<file path="src/rtl/gsmd_pkg.sv">
package gsmd_pkg;

    // Field and register widths.
    localparam int SAMPLE_W    = 16;
    localparam int CORR_W      = 17;
    localparam int THRESH_W    = 15;
    localparam int COUNT_W     = 8;
    localparam int SUM_W       = 24;
    localparam int CFG_INDEX_W = 3;
    localparam int CFG_DATA_W  = 15;

    // Serial divider: one quotient bit per step over the whole sum.
    localparam int DIV_STEPS   = SUM_W;
    localparam int DIV_CNT_W   = $clog2(DIV_STEPS);

    // Register reset values, in raw units (131 LSB per degree per second).
    localparam logic [THRESH_W-1:0] ENTER_THRESHOLD_RST = 15'd655;
    localparam logic [THRESH_W-1:0] EXIT_THRESHOLD_RST  = 15'd1048;
    localparam logic [COUNT_W-1:0]  CONFIRM_COUNT_RST   = 8'd12;
    localparam logic [COUNT_W-1:0]  LOST_COUNT_RST      = 8'd5;
    localparam logic [COUNT_W-1:0]  CALIB_SAMPLES_RST   = 8'd80;

    localparam logic [COUNT_W-1:0]  RUN_MAX             = '1;

    // Configuration register indexes.
    localparam logic [CFG_INDEX_W-1:0] REG_ENTER_THRESHOLD = 3'd0;
    localparam logic [CFG_INDEX_W-1:0] REG_EXIT_THRESHOLD  = 3'd1;
    localparam logic [CFG_INDEX_W-1:0] REG_CONFIRM_COUNT   = 3'd2;
    localparam logic [CFG_INDEX_W-1:0] REG_LOST_COUNT      = 3'd3;
    localparam logic [CFG_INDEX_W-1:0] REG_CALIB_SAMPLES   = 3'd4;

    typedef enum logic [2:0] {
        ST_IDLE,
        ST_SORT,
        ST_DIV,
        ST_CLASS,
        ST_EMIT
    } t_state;

endpackage

</file>
<file path="src/rtl/gsmd_div.sv">
module gsmd_div (
    input  logic                                i_clk,
    input  logic                                i_rst_n,
    input  logic                                i_start,
    input  logic signed [gsmd_pkg::SUM_W-1:0]   i_dividend,
    input  logic [gsmd_pkg::COUNT_W-1:0]        i_divisor,
    output logic                                o_done,
    output logic signed [gsmd_pkg::SAMPLE_W-1:0] o_quotient
);
    import gsmd_pkg::*;

    // Restoring divider on magnitudes; the sign is put back at the end so the
    // quotient truncates toward zero.
    logic                   r_busy;
    logic                   r_done;
    logic [DIV_CNT_W-1:0]   r_cnt;
    logic [COUNT_W-1:0]     r_rem;
    logic [SUM_W-1:0]       r_quo;
    logic [COUNT_W-1:0]     r_div;
    logic                   r_neg;

    logic [COUNT_W:0]       w_shift;
    logic                   w_fits;
    logic [COUNT_W:0]       w_diff;
    logic [SUM_W-1:0]       w_mag;

    assign w_shift = {r_rem, r_quo[SUM_W-1]};
    assign w_fits  = (w_shift >= {1'b0, r_div});
    assign w_diff  = w_shift - {1'b0, r_div};
    assign w_mag   = i_dividend[SUM_W-1] ? SUM_W'(-i_dividend) : SUM_W'(i_dividend);

    always_ff @(posedge i_clk) begin
        if (!i_rst_n) begin
            r_busy <= 1'b0;
            r_done <= 1'b0;
            r_cnt  <= '0;
        end else begin
            r_done <= 1'b0;
            if (i_start) begin
                r_busy <= 1'b1;
                r_cnt  <= '0;
            end else if (r_busy) begin
                r_cnt <= r_cnt + 1'b1;
                if (r_cnt == DIV_CNT_W'(DIV_STEPS - 1)) begin
                    r_busy <= 1'b0;
                    r_done <= 1'b1;
                end
            end
        end
    end

    always_ff @(posedge i_clk) begin
        if (i_start) begin
            r_rem <= '0;
            r_quo <= w_mag;
            r_div <= i_divisor;
            r_neg <= i_dividend[SUM_W-1];
        end else if (r_busy) begin
            r_rem <= w_fits ? w_diff[COUNT_W-1:0] : w_shift[COUNT_W-1:0];
            r_quo <= {r_quo[SUM_W-2:0], w_fits};
        end
    end

    // The quotient magnitude never exceeds 32768, so its low bits carry it.
    assign o_done     = r_done;
    assign o_quotient = r_neg ? SAMPLE_W'(-r_quo[SAMPLE_W-1:0]) : r_quo[SAMPLE_W-1:0];

endmodule

</file>
<file path="src/rtl/gyro_straight_motion_detector_unit.sv">
// Straight-motion detector for a raw yaw-rate stream at 131 LSB per degree
// per second. After reset the first calib_samples words are summed and give
// no result; when the last of them arrives the bias becomes the sum divided
// by the count, truncated toward zero. Every later word has the bias
// subtracted, and its magnitude is compared with an enter and an exit
// threshold: below enter counts as straight, above exit counts as curve, in
// between leaves both run counters alone. The straight flag is set after
// confirm_count straight words in a row and cleared after lost_count curve
// words; the clear wins. Each such word gives one result word carrying the
// flag and the corrected rate. Each word is handled by a small sequencer
// and the input is stalled until it is done. The last calibration word also
// waits for the bias from a bit-serial divider that retires one quotient bit
// per cycle over the 24-bit sum, and a tracking word passes the sort,
// classify and emit states, waiting while the previous result word still
// sits unclaimed in the output register.
module gyro_straight_motion_detector_unit (
    input  logic                                   i_clk,
    input  logic                                   i_rst_n,

    // Configuration write port.
    input  logic                                   i_cfg_we,
    input  logic [gsmd_pkg::CFG_INDEX_W-1:0]       i_cfg_index,
    input  logic [gsmd_pkg::CFG_DATA_W-1:0]        i_cfg_data,

    // Input channel.
    input  logic                                   i_in_valid,
    output logic                                   o_in_stall,
    input  logic signed [gsmd_pkg::SAMPLE_W-1:0]   i_rate_sample,

    // Output channel.
    output logic                                   o_out_valid,
    input  logic                                   i_out_stall,
    output logic                                   o_straight,
    output logic signed [gsmd_pkg::CORR_W-1:0]     o_corrected_rate
);
    import gsmd_pkg::*;

    // Configuration registers.
    logic [THRESH_W-1:0]        r_enter_threshold;
    logic [THRESH_W-1:0]        r_exit_threshold;
    logic [COUNT_W-1:0]         r_confirm_count;
    logic [COUNT_W-1:0]         r_lost_count;
    logic [COUNT_W-1:0]         r_calib_samples;

    // Sequencer and detector state.
    t_state                     r_state, n_state;
    logic signed [SAMPLE_W-1:0] r_sample, n_sample;
    logic signed [SUM_W-1:0]    r_calib_sum, n_calib_sum;
    logic [COUNT_W-1:0]         r_calib_seen, n_calib_seen;
    logic signed [SAMPLE_W-1:0] r_rate_bias, n_rate_bias;
    logic [COUNT_W-1:0]         r_straight_run, n_straight_run;
    logic [COUNT_W-1:0]         r_curve_run, n_curve_run;
    logic                       r_flag, n_flag;
    logic signed [CORR_W-1:0]   r_corr, n_corr;
    logic                       r_div_start, n_div_start;

    // Output register.
    logic                       r_out_valid, n_out_valid;
    logic                       r_out_straight, n_out_straight;
    logic signed [CORR_W-1:0]   r_out_corr, n_out_corr;

    logic                       w_div_done;
    logic signed [SAMPLE_W-1:0] w_quotient;
    logic [COUNT_W-1:0]         w_seen_inc;
    logic [CORR_W-1:0]          w_mag;
    logic                       w_flag;

    gsmd_div u_div (
        .i_clk      (i_clk),
        .i_rst_n    (i_rst_n),
        .i_start    (r_div_start),
        .i_dividend (r_calib_sum),
        .i_divisor  (r_calib_seen),
        .o_done     (w_div_done),
        .o_quotient (w_quotient)
    );

    // Configuration writes; indexes past the list are ignored.
    always_ff @(posedge i_clk) begin
        if (!i_rst_n) begin
            r_enter_threshold <= ENTER_THRESHOLD_RST;
            r_exit_threshold  <= EXIT_THRESHOLD_RST;
            r_confirm_count   <= CONFIRM_COUNT_RST;
            r_lost_count      <= LOST_COUNT_RST;
            r_calib_samples   <= CALIB_SAMPLES_RST;
        end else if (i_cfg_we) begin
            case (i_cfg_index)
                REG_ENTER_THRESHOLD: r_enter_threshold <= i_cfg_data[THRESH_W-1:0];
                REG_EXIT_THRESHOLD:  r_exit_threshold  <= i_cfg_data[THRESH_W-1:0];
                REG_CONFIRM_COUNT:   r_confirm_count   <= i_cfg_data[COUNT_W-1:0];
                REG_LOST_COUNT:      r_lost_count      <= i_cfg_data[COUNT_W-1:0];
                REG_CALIB_SAMPLES:   r_calib_samples   <= i_cfg_data[COUNT_W-1:0];
                default: begin
                end
            endcase
        end
    end

    always_ff @(posedge i_clk) begin
        if (!i_rst_n) begin
            r_state        <= ST_IDLE;
            r_calib_sum    <= '0;
            r_calib_seen   <= '0;
            r_rate_bias    <= '0;
            r_straight_run <= '0;
            r_curve_run    <= '0;
            r_flag         <= 1'b0;
            r_div_start    <= 1'b0;
            r_out_valid    <= 1'b0;
        end else begin
            r_state        <= n_state;
            r_calib_sum    <= n_calib_sum;
            r_calib_seen   <= n_calib_seen;
            r_rate_bias    <= n_rate_bias;
            r_straight_run <= n_straight_run;
            r_curve_run    <= n_curve_run;
            r_flag         <= n_flag;
            r_div_start    <= n_div_start;
            r_out_valid    <= n_out_valid;
        end
    end

    always_ff @(posedge i_clk) begin
        r_sample       <= n_sample;
        r_corr         <= n_corr;
        r_out_straight <= n_out_straight;
        r_out_corr     <= n_out_corr;
    end

    assign w_seen_inc = r_calib_seen + 1'b1;
    assign w_mag      = r_corr[CORR_W-1] ? CORR_W'(-r_corr) : CORR_W'(r_corr);

    // Set first, then clear, so a clear wins when both tests hold.
    always_comb begin
        w_flag = r_flag;
        if (r_straight_run >= r_confirm_count) begin
            w_flag = 1'b1;
        end
        if (r_curve_run >= r_lost_count) begin
            w_flag = 1'b0;
        end
    end

    always_comb begin
        n_state        = r_state;
        n_sample       = r_sample;
        n_calib_sum    = r_calib_sum;
        n_calib_seen   = r_calib_seen;
        n_rate_bias    = r_rate_bias;
        n_straight_run = r_straight_run;
        n_curve_run    = r_curve_run;
        n_flag         = r_flag;
        n_corr         = r_corr;
        n_div_start    = 1'b0;
        n_out_straight = r_out_straight;
        n_out_corr     = r_out_corr;

        // A waiting result word leaves when the consumer takes it.
        n_out_valid    = r_out_valid && i_out_stall;

        case (r_state)
            ST_IDLE: begin
                if (i_in_valid) begin
                    n_sample = i_rate_sample;
                    n_state  = ST_SORT;
                end
            end

            ST_SORT: begin
                if (r_calib_seen < r_calib_samples) begin
                    // Calibration word: accumulate, and start the bias
                    // division once the count is reached.
                    n_calib_sum  = r_calib_sum + SUM_W'(r_sample);
                    n_calib_seen = w_seen_inc;
                    if (w_seen_inc == r_calib_samples) begin
                        n_div_start = 1'b1;
                        n_state     = ST_DIV;
                    end else begin
                        n_state = ST_IDLE;
                    end
                end else begin
                    n_corr  = CORR_W'(r_sample) - CORR_W'(r_rate_bias);
                    n_state = ST_CLASS;
                end
            end

            ST_DIV: begin
                if (w_div_done) begin
                    n_rate_bias = w_quotient;
                    n_state     = ST_IDLE;
                end
            end

            ST_CLASS: begin
                // The straight test goes first, so it wins when the
                // thresholds are crossed.
                if (w_mag < CORR_W'(r_enter_threshold)) begin
                    if (r_straight_run != RUN_MAX) begin
                        n_straight_run = r_straight_run + 1'b1;
                    end
                    n_curve_run = '0;
                end else if (w_mag > CORR_W'(r_exit_threshold)) begin
                    if (r_curve_run != RUN_MAX) begin
                        n_curve_run = r_curve_run + 1'b1;
                    end
                    n_straight_run = '0;
                end
                n_state = ST_EMIT;
            end

            ST_EMIT: begin
                if (!r_out_valid || !i_out_stall) begin
                    n_flag         = w_flag;
                    n_out_straight = w_flag;
                    n_out_corr     = r_corr;
                    n_out_valid    = 1'b1;
                    n_state        = ST_IDLE;
                end
            end

            default: begin
                n_state = ST_IDLE;
            end
        endcase
    end

    assign o_in_stall       = (r_state != ST_IDLE);
    assign o_out_valid      = r_out_valid;
    assign o_straight       = r_out_straight;
    assign o_corrected_rate = r_out_corr;

endmodule
</file>
<file path="config.mk">
export PLATFORM = sky130hd
export DESIGN_NAME = gyro_straight_motion_detector_unit
export DESIGN_NICKNAME = d
export VERILOG_FILES = /design/src/rtl/gsmd_pkg.sv /design/src/rtl/gsmd_div.sv /design/src/rtl/gyro_straight_motion_detector_unit.sv
export SDC_FILE = /design/constraint.sdc
export NUM_CORES = 1
export LEC_CHECK = 0
export BUFFER_PORTS_ARGS = -buffer_cell sky130_fd_sc_hd__buf_2
export CAP_MARGIN = 20
export CORE_ASPECT_RATIO = 1.5
export CORE_MARGIN = 3
export CORE_UTILIZATION = 40
export CTS_BUF_LIST = sky130_fd_sc_hd__clkbuf_16
export DETAILED_ROUTE_END_ITERATION = 12
export PLACE_DENSITY_LB_ADDON = 0.1
export SYNTH_ARGS = -nofsm -noshare
export SYNTH_HDL_FRONTEND = slang
export SYNTH_HIERARCHICAL = 1
export SYNTH_SLANG_ARGS = --single-unit
</file>
<file path="constraint.sdc">
create_clock -name i_clk -period 4 [get_ports i_clk]
set_input_delay 0.8 -clock i_clk [delete_from_list [all_inputs] [get_ports i_clk]]
set_output_delay 0.8 -clock i_clk [all_outputs]
set_load 0.01 [all_outputs]
</file>
==> impl_metrics.toml, run 1 <==
[synth]
synth_compound_area_share_pct = 17.9
ys.flop_type = "dfxtp_1"
synthMuxAreaShare_pct = 0.557
ys_top_cells_by_area = "dfxtp_1 21%, edfxtp_1 19%, ha_1 10%"
syn_avg_cell_area_um2 = 8.84
yosysWarnings = 6
ys_async_sr_fraction_pct = 0
netlist_area_um2 = 13000
synthSimpleGateAreaFrac_pct = 18.3
synth-edff-count = 84
yosysTopAreaCell = "dfxtp_1"
yosysTopAreaCellShare_pct = 21.4
synth_cell_types = 83
ys_seq_area_share_pct = 40.7
syn_nets = 1622
netlist_instances = 1473
synth_top_family_by_area = "simple AND/OR/NAND/NOR gates"
synth_fa_ha_area_share_pct = 10.7
synthXorXnorAreaFrac_pct = 6.86
ys_seq_elements = 223

[setup_path]
arrival_ps = 4280
crit_slowest_cell = "or4_1"
critical_path_buf_inv_count = 0
endpoint_kind = "flop"
max_stage_delay_ps = 520
crit_top_cell = "a21o_1"
cp.required_ps = 4460
critPathMaxFanout = 5
crit_family = "compound AO/OA/AOI/OAI gates"
crit_type = "flop to flop"
startpoint_type = "flop"
crit_path_cell_trace = "or3_4, or3b_4, o21ai_2, xnor2_2, ha_1, a21o_1, a21o_1, a21oi_1, o21ai_1, a21o_1, a31o_1, a21o_1, or4_1, a21oi_1"

[timing]
hold_viol = 0
finalCritPeriodShare_pct = 95.3
layout_setup_ws_ps = 189
relSlewSlack_pct = 31.1
fin_crit_ps = 3810
drv_slew = 0
tightest_slew_ps = 1030
finalSetupViolations = 0
max_freq_mhz = 262
finalClockSkew_ps = 12.9

[min_path]
holdCritPathClass = "input port to flop"

[cells_and_area]
diodes = 0
final_cell_area_um2 = 14700
nets = 1679
area_growth_pct = 12.9
drive_gt1_share_pct = 10.5
instances_no_fill = 1959
fill_cells = 3079

[clock_network]
cts_buffers = 25
cts_tree = "done"
cts_buffer_depth = 3
postCtsHoldBufs = 0
root_buffer = "clkbuf_16"
clock_sinks = 223
h-tree-depth = 1
clock_latency_ps = 540
clkTransAtPathRegs_ps = 60

[placement]
port_buffers = 58
dp_cells = 1911
post_dp_cell_area_um2 = 13800
dp_hpwl_mm = 25.5
dp_slack_ps = 79.6
gp_congestion = 0.852

[pwr]
peakVddDrop_v = 0.000347
p_leak_nw = 5.63
powerDensity_nw_per_um2 = 356

[grt]
grt_pass1_wl_mm = 53.8
grt_usage_pct = 18.9
grt_max_degree = 66
grt_pass1_vias = 10300
antenna_found_initial = 0
grt-ovfl-total = 0

[run_status]
status = "finished clean"

[route]
drt-total-wl_mm = 33.6
vias = 10400
wl_met3_um = 871
detail_route.iter0.violations = 393
drt_first_pass_iters = 5
wl_per_cell_um = 17.2
post-route-drc-count = 0
dr_wl_met2_mm = 18.0
viasPerCell = 5.30
top_layer_used = "met4"
wl_met1_mm = 13.9
drtAntennaViolNets = 0

[job]
drv_cap = 0

[floorplanning]
die_h_um = 227
initial_core_util_pct = 40.8
num_rows = 80
dieArea_um2 = 34800
coreArea_um2 = 31900
pin_count = 59
chipWidth_um = 153
## cells in the final DEF, fill, tap and decap left out, types with 19 or more instances in the layout
cell / netlist / final
xnor2_1: 60 / 59
clkbuf_16: 0 / 25
o21ai_0: 37 / 36
inv_1: 112 / 113
nand2b_1: 20 / 20
buf_4: 1 / 23
o211ai_1: 22 / 22
a21oi_1: 146 / 146
nor3_1: 23 / 23
edfxtp_1: 84 / 84
o21ai_1: 19 / 19
xor2_1: 42 / 42
nand2_1: 221 / 221
nor2_1: 93 / 92
buf_2: 2 / 58
a21o_1: 22 / 22
ha_1: 107 / 107
dfxtp_1: 139 / 138
nand3_1: 36 / 36
## report_power, final
| part | internal (mW) | switching, mW |
|---|---|---|
| logic | 0.216 | 0.314 |
| clock network | 1.27 | 0.970 |
| registers | 2.39 | 0.0632 |
## path summary, 6_finish.rpt
path / from / endpoint / slack [ps] / depth (start not counted)
worst max-delay path: r_corr[4]$_DFFE_PP_ / r_curve_run[2]$_SDFFE_PN0P_ / 190 / 14
worst min-delay path: i_rate_sample[9] / r_sample[9]$_DFFE_PP_ / 430 / 1
worst max register to register: r_corr[4]$_DFFE_PP_ / r_curve_run[2]$_SDFFE_PN0P_ / 190 / 14
worst min register to register: r_rate_bias[6]$_SDFFE_PN0P_ / r_rate_bias[6]$_SDFFE_PN0P_ / 450 / 2
## stage by stage
stage	total power, mW	hold slack, ps	utilization, %	setup TNS (ps)
global placement	3.04	443	43.4	0
finish	5.23	432	46.0	0
CTS	5.31	406	45.8	0
floorplan	2.88	436	-	0
global route	5.44	412	46.0	-5.58
detailed placement	3.04	447	43.4	0
## cell families (layout without fill, tap and decap cells)
group | after synthesis | count (layout)
AND/OR/NAND/NOR | 502 | 502
AO/OA/AOI/OAI | 362 | 362
flip-flops | 223 | 223
buffers and inverters | 167 | 243
adder cells (fa/ha/maj) | 110 | 110
XOR/XNOR | 102 | 102
multiplexers | 7 | 7
## layer usage
| layer | track usage, % | up-vias |
|---|---|---|
| li1 | - | 5332 |
| met1 | 21.8 | 4866 |
| met2 | 36.9 | 140 |
| met5 | 0 | - |
| met4 | 5.56 | 0 |
| met3 | 2.02 | 52 |
## synth_stat cells (3+ instances only)
cell	instances
a311oi_1	7
o21a_1	9
ha_1	107
o221a_1	5
nand2_1	221
a32o_1	3
inv_1	112
o21ai_0	37
o22ai_1	3
and3_1	15
o41ai_1	7
nor2b_1	15
dfxtp_1	139
xnor2_1	60
or4_1	8
a211o_1	3
a21oi_1	146
or3_1	6
nor4_1	9
fa_1	3
nand2b_1	20
mux2i_1	5
o211ai_1	22
o21bai_1	8
nand4_1	17
edfxtp_1	84
a211oi_1	12
or2_2	7
clkbuf_1	47
nor3_1	23
nor2_1	93
xor2_1	42
o31ai_1	19
a21boi_1	5
and2_1	4
nand3_1	36
o21ai_1	19
a21o_1	22
a31oi_1	9
nand3b_1	5
nand4b_1	5
## state kept, by name, summed over array words and instances (netlist names), 3 cells and up
signal,cells
r_rate_bias,16
r_confirm_count,8
r_exit_threshold,15
r_calib_seen,8
o_corrected_rate,17
u_div/r_quo,24
r_straight_run,8
u_div/r_cnt,5
r_state,3
r_lost_count,8
r_sample,16
r_corr,17
u_div/r_rem,8
r_calib_samples,8
r_calib_sum,24
r_enter_threshold,15
u_div/r_div,8
r_curve_run,8
## area by class of cell
class                      count  area, µm²  share of cell area [%]
multi-input combinational   1083       7140                    48.6
tap                          410        513                    3.49
clock inverter                21        160                    1.09
inverter                     113        424                    2.88
sequential                   223       5310                    36.1
timing repair buffer          84        531                    3.61
clock buffer                  25        626                    4.25
## timing repair
action | 4_1_cts | 5_1_grt
setup endpoints to repair | 0 | 14
endpoints found under the hold margin | 0 | 0
gates resized for setup | 0 | 7
setup buffers | 0 | 1
## worst register-to-register path: stages (launching register included)
cell,delay [ps]
edfxtp_1,400
or3_4,430
or3b_4,440
o21ai_2,180
xnor2_2,140
ha_1,260
a21o_1,180
a21o_1,170
a21oi_1,140
o21ai_1,80
a21o_1,210
a31o_1,240
a21o_1,200
or4_1,520
a21oi_1,140
No activity file was read; power rests on OpenSTA's default activity.
==> inputs of run 2 (changes only) <==
Settings changed: SYNTH_HIERARCHICAL 1 to unset.
==> run 2 against run 1 <==
Against the previous run:
- maximum frequency decreased by 1.3%
- synthesized cell count decreased by 4.1%
- critical path depth decreased by 1
- die area decreased by 2.3%
- highest routed layer unchanged
- critical path type unchanged
- worst setup slack got worse by 48 ps
- combinational power increased by 35%
- clock skew increased by 6.5 ps
- hold slack improved by 10 ps
- final cell count decreased by 2.9%
==> impl_metrics.toml, run 2 <==
[run_status]
status = "finished clean"

[setup_path]
crit_type = "flop to flop"
crit_slowest_cell = "or3b_4"
arrival_ps = 4300
cp.required_ps = 4440
crit_path_cell_trace = "or3_4, or3b_4, buf_4, nand2b_1, o31ai_2, xnor2_1, ha_1, buf_4, a211o_1, or3_4, buf_6, or3_1, a31oi_1"
r2r_setup_slack_ps = 140
startpoint_type = "flop"
r2r_start = "r_corr[4]$_DFFE_PP_"
endpoint_kind = "flop"
crit_path_start = "r_corr[4]$_DFFE_PP_"
max_stage_delay_ps = 420
critPathMaxFanout = 9

[job]
drv_cap = 0

[cells_and_area]
nets = 1631
diodes = 0
area_growth_pct = 13.3
mostFrequentLayoutCells = "174 x nand2_1, 138 x dfxtp_1, 134 x nor2_1, 121 x inv_1, 113 x a21oi_1"
final_common_cell = "nand2_1"
largestRegisters = "r_calib_sum (24), u_div.r_quo (24)"
final_cell_area_um2 = 14400
final_util_pct = 46.1
drive_gt1_share_pct = 11.2
fill_cells = 3122

[clock_network]
clock_sinks = 223
clock_latency_ps = 530
cts_buffers = 25
cts_tree = "done"
clkTransAtPathRegs_ps = 70
cts_buffer_depth = 3
h-tree-depth = 1
root_buffer = "clkbuf_16"
postCtsHoldBufs = 0

[synth]
netlist_instances = 1413
ys.flop_type = "dfxtp_1"
synth_cell_types = 74
ys_top_cells_by_area = "dfxtp_1 22%, edfxtp_1 20%, ha_1 11%"
synth-edff-count = 84
yosysWarnings = 0
ys_seq_area_share_pct = 41.7
ys_async_sr_fraction_pct = 0
yosysTopAreaCell = "dfxtp_1"
syn_nets = 1562
ys_seq_elements = 223
netlist_area_um2 = 12700
synth_common_cells = "176 x nand2_1, 139 x dfxtp_1, 136 x nor2_1"
yosysTopAreaCellShare_pct = 21.9
synth_most_common_cell = "nand2_1"
syn_avg_cell_area_um2 = 9.00

[route]
drt-total-wl_mm = 30.9
wl_per_cell_um = 16.2
drt_first_pass_iters = 4
vias = 9980
viasPerCell = 5.24
detail_route.iter0.violations = 341
post-route-drc-count = 0
drtAntennaViolNets = 0

[grt]
grt_usage_pct = 18.3
grt_pass1_vias = 10100
grt_max_degree = 42
antenna_found_initial = 0
grt_pass1_wl_mm = 50.5
grt-ovfl-total = 0

[timing]
hold_viol = 0
relSlewSlack_pct = 37.2
finalSetupViolations = 0
fin_crit_ps = 3860
drv_slew = 0
whs_ps = 442
layout_setup_ws_ps = 141
finalClockSkew_ps = 19.4
tightest_slew_ps = 940
setup_tns_ps = 0
finalCritPeriodShare_pct = 96.5
max_freq_mhz = 259

[floorplanning]
initial_core_util_pct = 40.7
dieArea_um2 = 34000
die_h_um = 224
pin_count = 59
chipWidth_um = 152
coreArea_um2 = 31200
num_rows = 79

[placement]
post_dp_cell_area_um2 = 13600
port_buffers = 58
gp_congestion = 0.836
dp_hpwl_mm = 23.3
dp_slack_ps = -2.52

[pwr]
powerDensity_nw_per_um2 = 367
peakVddDrop_v = 0.000271
p_leak_nw = 5.72

[min_path]
holdCritPathClass = "input port to flop"
min_from = "i_rate_sample[10]"
==> run 2: cells by family after synthesis <==
kind of cell / Yosys count / synth area share (%)
xor+xnor: 99 / 6.82
flops: 223 / 41.7
simple gates: 475 / 17.5
fa+ha+maj: 110 / 11.0
mux: 27 / 2.14
buf+inv: 162 / 4.92
compound gates: 317 / 15.9
==> run 2: report_power, final <==
part           internal [mW]  switching, mW
Combinational          0.302          0.412
Clock                   1.16          0.915
Sequential              2.42         0.0789
==> run 2: final cells by class <==
class / instances / area, µm² / area share [%]
Multi-Input combinational cell: 1028 / 6910 / 48.0
Sequential cell: 223 / 5310 / 36.8
Clock buffer: 26 / 651 / 4.51
Timing Repair Buffer: 89 / 536 / 3.72
Tap cell: 405 / 507 / 3.52
Inverter: 115 / 432 / 2.99
Clock inverter: 17 / 68.8 / 0.477
==> run 2: worst max-delay path, delay by kind of cell (launching register included) <==
family                     cells  cell delay, ps
adders and majority gates      1             290
buffers and inverters          3             450
DFF                            1             380
AOI/OAI and AO/OA              3             720
and+or+nand+nor                5            1750
xor gates and xnor gates       1             180
==> run 2: per-layer routing <==
layer	track usage (%)	wire length [µm]	vias to the layer above
li1	-	-	5099
met3	2.10	953	43
met1	21.3	12900	4705
met4	5.66	790	0
met2	34.4	16200	133
met5	0	0	-
==> run 2: worst paths after layout <==
kind / end / cells past startpoint
min: r_sample[10]$_DFFE_PP_ / 1
min reg2reg: r_exit_threshold[11]$_SDFFE_PN0P_ / 2
max: r_straight_run[6]$_SDFFE_PN0P_ / 13
max reg2reg: r_straight_run[6]$_SDFFE_PN0P_ / 13
==> run 2: repair_timing <==
| item | CTS | global route |
|---|---|---|
| setup buffers | 0 | 4 |
| gates cloned | 0 | 1 |
| endpoints found under the setup margin | 8 | 16 |
| resized for setup | 1 | 22 |
| pin swaps | 0 | 10 |
==> run 2: per-stage QoR <==
step                      cells  total power [mW]
after floorplan            1413              3.05
after global placement     1854              3.25
after CTS                  1898              5.37
after detailed placement   1855              3.26
after global routing       1903              5.56
final                      1903              5.29
==> inputs of run 3 (changes only) <==
Settings changed: CORE_UTILIZATION 40 to 60, RECOVER_POWER set to 50.
==> run 3 against run 2 <==
Against the previous run:
- combinational power fell by 2%
- flip-flop and latch count stayed put
- worst setup slack gained 8.8 ps
- core utilization grew 22 points
- routed wire length is 9.1% lower
- clock power rose by 4%
- critical path type unchanged
- critical endpoint is now r_straight_run[7]$_SDFFE_PN0P_
- largest cell class unchanged
- highest routed layer unchanged
==> impl_metrics.toml, run 3 (same netlist as run 2, synthesis figures left out) <==
[setup_path]
crit_path_cell_trace = "or3_4, or4_4, o41ai_4, xnor2_2, ha_1, a21o_1, a21o_1, a21oi_2, nor2_1, a211o_1, buf_4, or3_4, nor2_4, nand2_1, a31oi_1"
crit_slowest_cell = "or4_4"
max_stage_delay_ps = 470
r2r_start = "r_corr[4]$_DFFE_PP_"
startpoint_type = "flop"
endpoint_kind = "flop"
cp.required_ps = 4440
arrival_ps = 4290
crit_type = "flop to flop"
critPathMaxFanout = 8
crit_path_start = "r_corr[4]$_DFFE_PP_"

[pwr]
p_int_mw = 4.01
p_comb_share_pct = 13.0
p_switching_mw = 1.35
p_leak_nw = 5.56
peakVddDrop_v = 0.000408
powerDensity_nw_per_um2 = 380
seqPwrFrac_pct = 46.6
swShare_pct = 25.2
pwr-share-clk_pct = 40.4

[grt]
grt_usage_pct = 24.2
grt-ovfl-total = 0
grt_pass1_wl_mm = 46.7
grt_max_degree = 67
antenna_found_initial = 0
grt_pass1_vias = 9970

[timing]
finalCritPeriodShare_pct = 96.3
fin_crit_ps = 3850
finalSetupViolations = 0
setup_tns_ps = 0
max_freq_mhz = 260
drv_slew = 0
tightest_slew_ps = 1470
hold_viol = 0
rsz0062_at_grt = "false"
relSlewSlack_pct = 1.96
finalClockSkew_ps = 8.04

[min_path]
holdCritPathClass = "flop to flop"
min_from = "r_lost_count[7]$_SDFFE_PN0P_"

[clock_network]
clock_latency_ps = 510
cts_tree = "done"
cts_buffer_depth = 3
h-tree-depth = 1
cts_buffers = 23
root_buffer = "clkbuf_16"
clkTransAtPathRegs_ps = 60
clock_sinks = 223

[cells_and_area]
instances_no_fill = 1747
area_growth_pct = 10.8
mostFrequentLayoutCells = "176 x nand2_1, 139 x dfxtp_1, 135 x nor2_1, 118 x inv_1, 112 x a21oi_1"
final_cell_area_um2 = 14100
drive_gt1_share_pct = 8.36
largestRegisters = "r_calib_sum (24), u_div.r_quo (24)"
final_common_cell = "nand2_1"
nets = 1616
fill_cells = 1699
diodes = 0
final_util_pct = 68.5

[floorplanning]
die_h_um = 184
pin_count = 59
initial_core_util_pct = 61.8
chipWidth_um = 125
coreArea_um2 = 20600
num_rows = 64
dieArea_um2 = 23000

[run_status]
status = "finished clean"

[placement]
gp_congestion = 0.908
post_dp_cell_area_um2 = 13300
dp_cells = 1704
port_buffers = 58
dp_hpwl_mm = 20.6

[route]
top_layer_used = "met4"
wl_met3_mm = 1.09
wl_per_cell_um = 16.1
viasPerCell = 5.79
drt-total-wl_mm = 28.1
vias = 10100
wl_met1_mm = 11.5
detail_route.iter0.violations = 448
post-route-drc-count = 0
drtAntennaViolNets = 0
dr_wl_met2_mm = 14.6
drt_first_pass_iters = 5

[job]
drv_cap = 0
-- run 3: changes by cell type in the layout (fill, tap and decap cells not counted), moves of 2 or more --
cell	previous run	this run
clkbuf_1	0	22
clkinvlp_2	0	2
nand2_2	2	0
nor2_2	3	1
nand2_1	174	176
buf_2	59	43
clkbuf_16	26	23
inv_1	121	118
bufinv_16	0	4
buf_4	27	8
o21ai_0	41	43
clkinv_2	4	1
-- run 3: final timing paths --
check / slack [ps] / to / depth (start not counted)
worst max-delay path: 150 / r_straight_run[7]$_SDFFE_PN0P_ / 15
worst max register to register: 150 / r_straight_run[7]$_SDFFE_PN0P_ / 15
worst min register to register: 460 / r_lost_count[7]$_SDFFE_PN0P_ / 2
worst min-delay path: 460 / r_lost_count[7]$_SDFFE_PN0P_ / 2
-- run 3: power by group through the flow --
stage | clock, mW | combinational (mW) | sequential [mW]
2_1_floorplan | 0 | 0.540 | 2.51
3_5_place_dp | 0 | 0.697 | 2.54
3_3_place_gp | 0 | 0.679 | 2.54
4_1_cts | 2.21 | 0.702 | 2.50
5_1_grt | 2.30 | 0.789 | 2.51
6_report | 2.17 | 0.698 | 2.50
-- run 3: what timing repair did --
action / 4_1_cts / 5_1_grt
hold endpoints to repair: 0 / 0
hold buffers: 0 / 0
buffers inserted: 0 / 1
resized for setup: 2 / 13
pin swaps: 0 / 5
endpoints found under the setup margin: 5 / 16
cloned: 0 / 1
-- run 3: stage by stage --
step	power, mW	hold slack, ps	setup slack, ps
floorplan	3.05	432	314
global placement	3.22	442	88.7
detailed placement	3.24	449	-35.8
CTS	5.40	449	14.9
global route	5.60	448	21.0
finish	5.36	459	150
-- run 3: layer usage --
layer	GRT usage, %	up-vias
met2	45.9	204
met5	0	-
met1	28.1	4765
li1	-	5081
met4	9.46	0
met3	2.38	60
-- run 3: final cells by class --
cell class	count	area, µm²	area share [%]
inverter	115	432	3.06
tap	264	330	2.34
multi-input combinational	1029	6890	48.9
timing repair buffer	75	374	2.66
clock buffer	23	576	4.09
sequential	223	5310	37.7
clock inverter	18	180	1.28
-- run 3: critical path: cells and delay by family, from the launching register on --
family	cells	cell delay, ps
AO/OA/AOI/OAI	6	1300
flip-flops	1	390
XOR/XNOR	1	110
buffers and inverters	1	160
adder cells (fa/ha/maj)	1	180
AND/OR/NAND/NOR	6	1620
